$ cat config.mk
export PLATFORM = sky130hd
export DESIGN_NAME = unique_value_list_table
export DESIGN_NICKNAME = d
export VERILOG_FILES = /design/src/uvl_pkg.sv /design/src/uvl_ctrl.sv /design/src/uvl_dp.sv /design/src/unique_value_list_table.sv
export SDC_FILE = /design/constraint.sdc
export NUM_CORES = 1
export LEC_CHECK = 0
export BUFFER_PORTS_ARGS = -buffer_cell sky130_fd_sc_hd__buf_2
export CAP_MARGIN = 20
export CORE_UTILIZATION = 60
export DETAILED_ROUTE_END_ITERATION = 7
export HOLD_SLACK_MARGIN = 0.06
export PLACE_DENSITY = 0.76
export SLEW_MARGIN = 20
export SYNTH_ARGS = -nofsm -noshare
export SYNTH_HDL_FRONTEND = slang
export SYNTH_SLANG_ARGS = --single-unit
$ cat constraint.sdc
create_clock -name clk -period 20.5 [get_ports clk]
set_input_delay 1.025 -clock clk [delete_from_list [all_inputs] [get_ports clk]]
set_output_delay 1.025 -clock clk [all_outputs]
set_load 0.01 [all_outputs]
$ cat src/uvl_pkg.sv
// Package for the unique value list table.
// Holds table sizes, action and status codes, request/response and control structs.
// No dependencies.
package uvl_pkg;

  localparam int DEPTH  = 16;
  localparam int SLOT_W = 4;
  localparam int CNT_W  = 5;

  typedef enum logic [1:0] {
    ACT_SEARCH = 2'd0,
    ACT_INSERT = 2'd1,
    ACT_DELETE = 2'd2,
    ACT_NOP    = 2'd3
  } action_t;

  typedef enum logic [1:0] {
    ST_OK        = 2'd0,
    ST_NOT_FOUND = 2'd1,
    ST_DUPLICATE = 2'd2,
    ST_FULL      = 2'd3
  } status_t;

  typedef struct packed {
    logic [1:0]         action;
    logic signed [31:0] item_value;
  } req_t;

  typedef struct packed {
    logic [1:0]        status;
    logic [SLOT_W-1:0] slot;
    logic [CNT_W-1:0]  entry_count;
  } rsp_t;

  typedef struct packed {
    logic load;
    logic exec;
  } dp_cmd_t;

  typedef struct packed {
    logic out_busy;
  } dp_stat_t;

endpackage

$ cat src/uvl_ctrl.sv
// Controller for the unique value list table.
// Sequences request capture and execution; depends on uvl_pkg.
module uvl_ctrl (
  input  logic               clk,
  input  logic               rst,
  input  logic               in_valid,
  output logic               in_ready,
  input  uvl_pkg::dp_stat_t  stat,
  output uvl_pkg::dp_cmd_t   cmd
);

  typedef enum logic [1:0] {
    S_IDLE = 2'b01,
    S_EXEC = 2'b10
  } state_t;

  state_t state;
  state_t state_next;

  always_comb begin
    state_next = state;
    cmd.load   = 1'b0;
    cmd.exec   = 1'b0;
    in_ready   = 1'b0;
    case (state)
      S_IDLE: begin
        in_ready = 1'b1;
        if (in_valid) begin
          cmd.load   = 1'b1;
          state_next = S_EXEC;
        end
      end
      S_EXEC: begin
        if (!stat.out_busy) begin
          cmd.exec   = 1'b1;
          state_next = S_IDLE;
        end
      end
      default: state_next = S_IDLE;
    endcase
  end

  always_ff @(posedge clk) begin
    if (rst) begin
      state <= S_IDLE;
    end else begin
      state <= state_next;
    end
  end

endmodule

$ cat src/uvl_dp.sv
// Datapath for the unique value list table.
// Holds the register table, count, parallel match and output register; depends on uvl_pkg.
module uvl_dp (
  input  logic               clk,
  input  logic               rst,
  input  uvl_pkg::req_t      in_data,
  input  uvl_pkg::dp_cmd_t   cmd,
  output uvl_pkg::dp_stat_t  stat,
  output logic               out_valid,
  input  logic               out_ready,
  output uvl_pkg::rsp_t      out_data
);

  logic [31:0]                entries [uvl_pkg::DEPTH];
  logic [uvl_pkg::CNT_W-1:0]  used_count;
  logic [uvl_pkg::CNT_W-1:0]  count_next;
  uvl_pkg::req_t              req;
  uvl_pkg::rsp_t              rsp_next;
  logic [uvl_pkg::DEPTH-1:0]  hit;
  logic                       any_hit;
  logic [uvl_pkg::SLOT_W-1:0] hit_idx;
  logic                       do_insert;
  logic                       do_delete;

  always_comb begin
    for (int i = 0; i < uvl_pkg::DEPTH; i++) begin
      hit[i] = (uvl_pkg::CNT_W'(i) < used_count) && (entries[i] == req.item_value);
    end
    any_hit = |hit;
    hit_idx = '0;
    for (int i = uvl_pkg::DEPTH - 1; i >= 0; i--) begin
      if (hit[i]) hit_idx = uvl_pkg::SLOT_W'(i);
    end
  end

  always_comb begin
    rsp_next.status = uvl_pkg::ST_NOT_FOUND;
    rsp_next.slot   = '0;
    count_next      = used_count;
    do_insert       = 1'b0;
    do_delete       = 1'b0;
    case (uvl_pkg::action_t'(req.action))
      uvl_pkg::ACT_SEARCH: begin
        if (any_hit) begin
          rsp_next.status = uvl_pkg::ST_OK;
          rsp_next.slot   = hit_idx;
        end
      end
      uvl_pkg::ACT_INSERT: begin
        if (used_count >= uvl_pkg::CNT_W'(uvl_pkg::DEPTH)) begin
          rsp_next.status = uvl_pkg::ST_FULL;
        end else if (any_hit) begin
          rsp_next.status = uvl_pkg::ST_DUPLICATE;
        end else begin
          rsp_next.status = uvl_pkg::ST_OK;
          rsp_next.slot   = used_count[uvl_pkg::SLOT_W-1:0];
          count_next      = used_count + uvl_pkg::CNT_W'(1);
          do_insert       = 1'b1;
        end
      end
      uvl_pkg::ACT_DELETE: begin
        if (any_hit) begin
          rsp_next.status = uvl_pkg::ST_OK;
          rsp_next.slot   = hit_idx;
          count_next      = used_count - uvl_pkg::CNT_W'(1);
          do_delete       = 1'b1;
        end
      end
      default: ;
    endcase
    rsp_next.entry_count = count_next;
  end

  // hold request, then apply it to the table
  always_ff @(posedge clk) begin
    if (cmd.load) req <= in_data;
    if (cmd.exec) begin
      out_data <= rsp_next;
      if (do_insert) entries[used_count[uvl_pkg::SLOT_W-1:0]] <= req.item_value;
      if (do_delete) begin
        for (int i = 0; i < uvl_pkg::DEPTH - 1; i++) begin
          if (uvl_pkg::SLOT_W'(i) >= hit_idx) entries[i] <= entries[i+1];
        end
      end
    end
  end

  always_ff @(posedge clk) begin
    if (rst) begin
      used_count <= '0;
      out_valid  <= 1'b0;
    end else begin
      if (cmd.exec) begin
        used_count <= count_next;
        out_valid  <= 1'b1;
      end else if (out_ready) begin
        out_valid <= 1'b0;
      end
    end
  end

  assign stat.out_busy = out_valid && !out_ready;

endmodule

$ cat src/unique_value_list_table.sv
// Unique value list table: search, insert and delete over a compact table of 16 values.
// Each accepted request is captured into a holding register, then executed into the output register once it is free.
// The capture/execute controller loop accepts no new request until the previous one has executed.
// A pending result waits in the output register while the next request is captured.
// Reset: synchronous active-high rst clears the count and the handshake state;
// table contents are not cleared.
module unique_value_list_table (
  input  logic           clk,
  input  logic           rst,
  input  logic           in_valid,
  output logic           in_ready,
  input  uvl_pkg::req_t  in_data,
  output logic           out_valid,
  input  logic           out_ready,
  output uvl_pkg::rsp_t  out_data
);

  uvl_pkg::dp_cmd_t  cmd;
  uvl_pkg::dp_stat_t stat;

  uvl_ctrl u_ctrl (
    .clk      (clk),
    .rst      (rst),
    .in_valid (in_valid),
    .in_ready (in_ready),
    .stat     (stat),
    .cmd      (cmd)
  );

  uvl_dp u_dp (
    .clk       (clk),
    .rst       (rst),
    .in_data   (in_data),
    .cmd       (cmd),
    .stat      (stat),
    .out_valid (out_valid),
    .out_ready (out_ready),
    .out_data  (out_data)
  );

  a_accept_blocks: assert property (@(posedge clk) disable iff (rst)
    in_valid && in_ready |=> !in_ready)
    else $error("request accepted while previous one still executing");

  a_count_range: assert property (@(posedge clk) disable iff (rst)
    out_valid |-> out_data.entry_count <= uvl_pkg::CNT_W'(uvl_pkg::DEPTH))
    else $error("entry count exceeds table depth");

  a_slot_zero: assert property (@(posedge clk) disable iff (rst)
    out_valid && out_data.status != uvl_pkg::ST_OK |-> out_data.slot == '0)
    else $error("nonzero slot on failed request");

  a_full_count: assert property (@(posedge clk) disable iff (rst)
    out_valid && out_data.status == uvl_pkg::ST_FULL
      |-> out_data.entry_count == uvl_pkg::CNT_W'(uvl_pkg::DEPTH))
    else $error("full status with table not full");

endmodule

==> results.cfg, run 1 <==
[floorplan]
die-area_um2 = 56000
coreArea_um2 = 54100
die_w_um = 237
std_cell_rows = 85
floorplan.die.height_um = 237
initial_cell_density_of_the_core = 0.610
num_io_pins = 51

[flow_run]
max-cap-violations = 0

[final_layout]
layout.core_utilization = 0.661
layout-drive-gt1-share = 0.254
layout.cells.non_filler = 3414
n_antenna_cell = 0
fillCellCount = 4039
area_growth_syn_to_layout_pct = 8.25
design.final.nets = 2717

[logic_synthesis]
post_synth_instance_area_um2 = 33000
synth_area_per_cell_um2 = 12.3
postSynthNetCount = 2738
synth-async-reset-ratio = 0
yosys_warnings = 0
synthCells = 2690
most_used_flip_flop_cell_after_synthesis = edfxtp_1
count_of_cell_types_in_the_netlist = 76
synth_edf_count = 557
seq_area_frac_synth = 0.511
postSynthRegisterBits = 565

[critical_path]
rr_startpoint = u_dp.req[26]$_DFFE_PP_
timing.critical_path.arrival_ps = 5870
timing.critical_path.max_delay_family = simple AND/OR/NAND/NOR gates
criticalPathCategory = flop to flop
critical_path.reg2reg.endpoint = u_dp.entries[6][14]$_DFFE_PP_
crit_start = u_dp.req[26]$_DFFE_PP_
reg2reg_slack_ps = 14820
crit_path_end = u_dp.entries[6][14]$_DFFE_PP_
crit_path_max_incr_delay_ps = 820
crit_slowest_cell = nor4_1
critPathCaptureType = flop
rr_worst_depth = 11
cpMostUsedCell = nor4_1
worst-path-max-fanout = 33
cp.required_ps = 20690
path_length_in_cells_of_the_critical_path = 11
cell_chain_critical_path = buf_4 > xor2_1 > nor4_1 > nand4_1 > nor4_1 > o211ai_1 > a221o_1 > a21oi_2 > nand2_1 > o21bai_4 > nand2_2
worstPathBufferInverterCount = 1
worst_setup_path_start_kind = flop

[sta]
report.final.setup_viol = 0
fin_setup_tns_ps = 0
final_hold_viol_count = 0
layout_worst_path_cycle_share = 0.277
final.min_clock_period_ps = 5680
grt_setup_unrepaired = no
tightest_slew_ps = 988
max_freq_ghz = 0.176
skew_ps = 25.5
report.final.slew_viol_count = 0
slew-limit-headroom = 0.336

[hold_path]
worst_hold_path_type = flop to flop

[clock_network]
ctsResizeCount = 0
clock_sinks = 565
clk_pin_slew_ps = 70
cts_max_level = 2
cts_root_buf = clkbuf_16
tritoncts.num_buffers = 58
cts.repair_timing.setup_buffer_count = 0
cts_tree = done
ctsLongestPathBuffers = 3
hold_fix_buffer_count_after_cts = 0
later_pin_clock_latency_in_the_skew_report_ps = 630

[placed_design]
dp_cells = 3305
detailedPlacementHpwl_mm = 71.7
gpl.final_weighted_congestion = 0.971
buffer_ports.inserted = 50

[routing]
viasPerCell = 6.81
antenna_left = 0
route.layer.met1.wl_mm = 41.8
routed-wl-met2_mm = 46.8
drt_first_pass_iters = 6
drc_errors = 0
top_layer = met4
detail_route.wl_per_cell_um = 30.4
drt_iter0_drc = 3098
route.vias.total = 23254
route.met3.wl_mm = 10.4
postRouteWirelength_mm = 104

[pwr]
power_density_nw_per_um2 = 73.8
ir_worst_vdd_mv = 0.0884
power.static_leakage_uw = 0.0118

[global_routing]
grt_pass1_vias = 22917
antenna_found_initial = 1
grt.total_usage = 0.370
maximum_number_of_pins_on_one_net_before_global_route_repair = 77
grt_first_pass_wirelength_mm = 152
grt_overflow = 0

[run_status]
status = completed
[worst register-to-register path: cells and delay by family (launching register included)]
| family | cells | cell delay [ps] |
|---|---|---|
| XOR/XNOR | 1 | 210 |
| flip-flops | 1 | 770 |
| buffers and inverters | 1 | 460 |
| AO/OA/AOI/OAI | 4 | 1730 |
| AND/OR/NAND/NOR | 5 | 2060 |
[per-layer routing]
metal  global-route usage  up-vias
met1                0.513    11576
met5                    0        -
met4                0.160        0
li1                     -     9923
met2                0.572     1451
met3               0.0683      304
[registers in the layout, indices dropped and copies added (netlist names)]
name and flops:
u_ctrl.state 2, u_dp.req 34, u_dp.entries 512, u_dp.used_count 5
u_dp.out_data 11, u_dp.out_valid 1
[Yosys cell counts, types with 13 or more instances]
| library cell | n | area [µm²] |
|---|---|---|
| a21oi_1 | 44 | 220 |
| and2_1 | 31 | 194 |
| buf_2 | 108 | 541 |
| buf_6 | 13 | 146 |
| clkbuf_1 | 75 | 282 |
| edfxtp_1 | 557 | 16700 |
| inv_1 | 18 | 67.6 |
| mux2_1 | 14 | 158 |
| mux2_2 | 434 | 4890 |
| mux2i_1 | 28 | 280 |
| nand2_1 | 192 | 721 |
| nand3_1 | 37 | 185 |
| nand4_1 | 146 | 913 |
| nor2_1 | 73 | 274 |
| nor3_1 | 33 | 165 |
| nor4_1 | 103 | 644 |
| nor4b_1 | 16 | 140 |
| o21ai_0 | 46 | 230 |
| or3_1 | 16 | 100 |
| or4_1 | 16 | 120 |
| xnor2_1 | 309 | 2710 |
| xor2_1 | 211 | 1850 |
[cells by family (layout without fill, tap and decap cells)]
| kind of cell | Yosys count | after routing | share of synthesized area |
|---|---|---|---|
| and+or+nand+nor | 740 | 740 | 0.123 |
| muxes | 476 | 476 | 0.161 |
| DFF | 565 | 565 | 0.511 |
| xor gates and xnor gates | 520 | 520 | 0.138 |
| adders and majority gates | 10 | 10 | 0.00379 |
| buffers and inverters | 230 | 258 | 0.0341 |
| AOI/OAI and AO/OA | 149 | 149 | 0.0293 |
[worst min path at each step]
stage | start | to | slack [ps] | cells after the start
3_3_place_gp | u_ctrl.state[1]$_SDFFE_PP0P_ | u_dp.out_valid$_SDFFE_PP0P_ | 470 | 2
5_1_grt | u_ctrl.state[1]$_SDFFE_PP0P_ | u_dp.out_valid$_SDFFE_PP0P_ | 530 | 2
6_report | u_ctrl.state[1]$_SDFFE_PP0P_ | u_dp.out_valid$_SDFFE_PP0P_ | 510 | 2
2_1_floorplan | u_dp.req[0]$_DFFE_PP_ | u_dp.entries[15][0]$_DFFE_PP_ | 420 | 0
4_1_cts | u_ctrl.state[1]$_SDFFE_PP0P_ | u_dp.out_valid$_SDFFE_PP0P_ | 500 | 2
3_5_place_dp | u_ctrl.state[1]$_SDFFE_PP0P_ | u_dp.out_valid$_SDFFE_PP0P_ | 490 | 2
[report_power, final]
| group | switching, µW | leakage, µW | internal (µW) |
|---|---|---|---|
| Clock | 464 | 0.000967 | 649 |
| Combinational | 154 | 0.00569 | 93.3 |
| Sequential | 3.44 | 0.00509 | 1280 |
[layout make-up]
type	instances	area, µm²	area share
Timing Repair Buffer	130	871	0.0244
Inverter	19	71.3	0.00199
Clock inverter	27	314	0.00878
Multi-Input combinational cell	1895	15100	0.422
Tap cell	696	871	0.0244
Clock buffer	82	1660	0.0463
Sequential cell	565	16900	0.472
[placed cells by master (no fill, tap or decap), types with 18 or more instances in the layout]
cell	n
edfxtp_1	557
mux2_2	434
mux2i_1	28
clkbuf_16	61
inv_1	18
nand3_1	37
nor2_1	68
xnor2_1	309
nor4_1	102
o21ai_0	42
xor2_1	211
nand4_1	146
buf_2	50
nor3_1	32
and2_1	30
buf_4	79
nand2_1	191
a21oi_1	44
[metrics by stage]
step	hold slack (ps)	instance area [µm²]	worst slack [ps]	total power, µW
finish	507	35800	14820	2640
global route	533	35800	14620	2700
CTS	504	35800	14470	2640
detailed placement	489	33800	14510	1540
global placement	468	33800	14580	1540
floorplan	421	33000	13700	1470
No activity file was read; power rests on OpenSTA's default activity.
==> run 2: changes to the inputs <==
--- a/config.mk
+++ b/config.mk
@@ -5,12 +5,13 @@
 export SDC_FILE = /design/constraint.sdc
 export NUM_CORES = 1
 export LEC_CHECK = 0
+export ABC_AREA = 1
 export BUFFER_PORTS_ARGS = -buffer_cell sky130_fd_sc_hd__buf_2
 export CAP_MARGIN = 20
-export CORE_UTILIZATION = 60
+export CORE_UTILIZATION = 58
 export DETAILED_ROUTE_END_ITERATION = 7
 export HOLD_SLACK_MARGIN = 0.06
-export PLACE_DENSITY = 0.76
+export PLACE_DENSITY = 0.77
 export SLEW_MARGIN = 20
 export SYNTH_ARGS = -nofsm -noshare
 export SYNTH_HDL_FRONTEND = slang
==> constraint.sdc (replaced) <==
create_clock -name clk -period 5.12 [get_ports clk]
set_input_delay 0.256 -clock clk [delete_from_list [all_inputs] [get_ports clk]]
set_output_delay 0.256 -clock clk [all_outputs]
set_load 0.01 [all_outputs]
==> results.cfg, run 2 <==
[routing]
detail_route.wl_per_cell_um = 28.4
drc_errors = 9
route.vias.total = 31061
antenna_left = 0
drt_first_pass_iters = 8
drt_iter0_drc = 4910
viasPerCell = 6.36
postRouteWirelength_mm = 139

[run_status]
violations = DRC
status = finished with violations

[logic_synthesis]
synth_top_cell_by_area = edfxtp_1
post_synth_instance_area_um2 = 34200
synth_edf_count = 557
synth.top_cell.area_share = 0.490
ys_top_cells_by_count = nand2_1, edfxtp_1, nand3_1
synth-async-reset-ratio = 0
postSynthNetCount = 4069
count_of_cell_types_in_the_netlist = 61
leading_cell_types_by_total_area_after_synthesis = edfxtp_1, nand2_1, xnor2_1
yosysMostFrequentCell = nand2_1
synthCells = 4021
yosys_warnings = 0
most_used_flip_flop_cell_after_synthesis = edfxtp_1
synth_area_per_cell_um2 = 8.49
postSynthRegisterBits = 565
seq_area_frac_synth = 0.494

[critical_path]
criticalPathCategory = flop to flop
cell_chain_critical_path = inv_2 > buf_4 > nor2_1 > nor2_1 > nand2_1 > a2111oi_1 > nand4_1 > nand2_1 > nor2_1 > a31oi_1 > o41ai_4 > buf_4 > nand2_1 > buf_4 > nand2_1 > nand2_1
crit_path_max_incr_delay_ps = 820
cp.required_ps = 5610
cpMostUsedCell = nand2_1
critPathCaptureType = flop
timing.critical_path.max_delay_family = simple AND/OR/NAND/NOR gates
crit_slowest_cell = a2111oi_1
timing.critical_path.arrival_ps = 5200
worst-path-max-fanout = 33
rr_worst_depth = 16
worst_setup_path_start_kind = flop
worstPathBufferInverterCount = 4
path_length_in_cells_of_the_critical_path = 16

[sta]
final_hold_viol_count = 0
skew_ps = 34.8
slew-limit-headroom = 0.381
fin_setup_tns_ps = 0
grt_setup_unrepaired = no
report.final.setup_viol = 0
layout_worst_path_cycle_share = 0.920
tightest_slew_ps = 926
max_freq_ghz = 0.212
report.final.slew_viol_count = 0
final.min_clock_period_ps = 4710

[clock_network]
later_pin_clock_latency_in_the_skew_report_ps = 660
cts_max_level = 2
ctsLongestPathBuffers = 3
clock_sinks = 565
cts_root_buf = clkbuf_16
tritoncts.num_buffers = 61
clk_pin_slew_ps = 60
cts_tree = done
ctsResizeCount = 0

[pwr]
power.static_leakage_uw = 0.0152
combinationalPowerShare = 0.117
net-switching-power_uw = 2840
power.clock.fraction = 0.402
finalPower_uw = 10700
power_density_nw_per_um2 = 285
switching_part_of_the_total_power = 0.265
seq_power_share = 0.480
power.internal_uw = 7870
ir_worst_vdd_mv = 0.300

[global_routing]
grt_overflow = 0
grt.total_usage = 0.458
grt_first_pass_wirelength_mm = 194
maximum_number_of_pins_on_one_net_before_global_route_repair = 65
grt_pass1_vias = 28325
antenna_found_initial = 4

[hold_path]
worst_hold_path_type = input port to flop
worst_hold_path.num_cells = 3

[final_layout]
most_flop_heavy_register = u_dp.entries
fillCellCount = 4898
regs_by_ff_count = u_dp.entries (512), u_dp.req (34), u_dp.out_data (11)
most-common-layout-cells = nand2_1, edfxtp_1, nand3_1
design.final.nets = 4113
layout.core_utilization = 0.649
layout-drive-gt1-share = 0.103
layout.cells.most_common = nand2_1
largest_register_ff_count = 512
area_growth_syn_to_layout_pct = 10.1

[floorplan]
initial_cell_density_of_the_core = 0.590
floorplan.die.height_um = 245
num_io_pins = 51
coreArea_um2 = 57900
die-area_um2 = 59900
die_w_um = 245
std_cell_rows = 88

[placed_design]
gpl.final_weighted_congestion = 1.10
detailedPlacementHpwl_mm = 99.5
buffer_ports.inserted = 50

[flow_run]
max-cap-violations = 0
## run 2: changes by cell type after synthesis, sizes merged, moves of 56 or more
| cell | delta |
|---|---|
| buf | +65 |
| inv | +274 |
| mux2 | -427 |
| nand2 | +1080 |
| nand3 | +344 |
| nor2 | +170 |
| nor4 | -56 |
| o21ai | +146 |
| or2 | +71 |
| xor2 | -162 |
## run 2: through the flow
step / setup slack [ps] / hold WS [ps] / instance area, µm² / cells
2_1_floorplan: 75.0 / 340 / 34200 / 4021
6_report: 409 / 64.2 / 37600 / 4880
3_5_place_dp: 612 / 434 / 35300 / 4729
3_3_place_gp: 234 / 432 / 35300 / 4729
5_1_grt: 328 / 75.6 / 37600 / 4878
4_1_cts: 583 / 204 / 37600 / 4877
## run 2: kinds of logic (layout without fill, tap and decap cells)
group / count (synthesis) / in the layout / share of synthesized area
simple gates: 2288 / 2288 / 0.297
flops: 565 / 565 / 0.494
buf+inv: 536 / 628 / 0.0726
xor+xnor: 307 / 307 / 0.0787
compound gates: 294 / 294 / 0.0461
mux: 21 / 21 / 0.00692
fa+ha+maj: 10 / 10 / 0.00366
other cells: 0 / 2 / 0
## run 2: path summary, 6_finish.rpt
| check | start | to | slack [ps] |
|---|---|---|---|
| hold / removal | in_valid | u_dp.req[30]$_DFFE_PP_ | 60 |
| setup / recovery | u_dp.req[2]$_DFFE_PP_ | u_dp.entries[12][21]$_DFFE_PP_ | 410 |
| setup reg to reg | u_dp.req[2]$_DFFE_PP_ | u_dp.entries[12][21]$_DFFE_PP_ | 410 |
| hold reg to reg | u_dp.entries[9][31]$_DFFE_PP_ | u_dp.entries[8][31]$_DFFE_PP_ | 570 |
## run 2: power groups by stage
stage          Sequential (µW)  Combinational (µW)  Clock [µW]
6_report                  5140                1260        4310
5_1_grt                   5140                1300        4450
4_1_cts                   5140                1190        4290
3_5_place_dp              5240                1160           0
3_3_place_gp              5240                1160           0
2_1_floorplan             5230                 700           0
## run 2: worst reg2reg max path, delay by kind of cell (launching register included)
kind	cells	cell delay [ps]
AOI/OAI and AO/OA	3	1330
buffers and inverters	4	1340
DFF	1	450
and+or+nand+nor	9	1460
## run 2: area by class of cell
type,instances,area [µm²],area share
flip-flops and latches,565,16900,0.449
inverters,292,1100,0.0294
well taps,765,957,0.0255
repair buffers,225,1880,0.0501
diodes,2,5.00,0.000133
clock buffers,69,1560,0.0414
multi-input cells,2920,14900,0.395
clock inverters,42,339,0.00902
## run 2: timing repair
action                    in CTS  in global routing
hold endpoints to repair      39                  0
hold buffers                  37                  0
buffers inserted               0                  0
## run 2: per-layer routing
metal / global-route usage / vias to the layer above / part of all wire
met2: 0.634 / 2547 / 0.40
li1: - / 13598 / -
met5: 0 / - / 0
met4: 0.256 / 0 / 0.064
met1: 0.639 / 14429 / 0.38
met3: 0.137 / 487 / 0.15
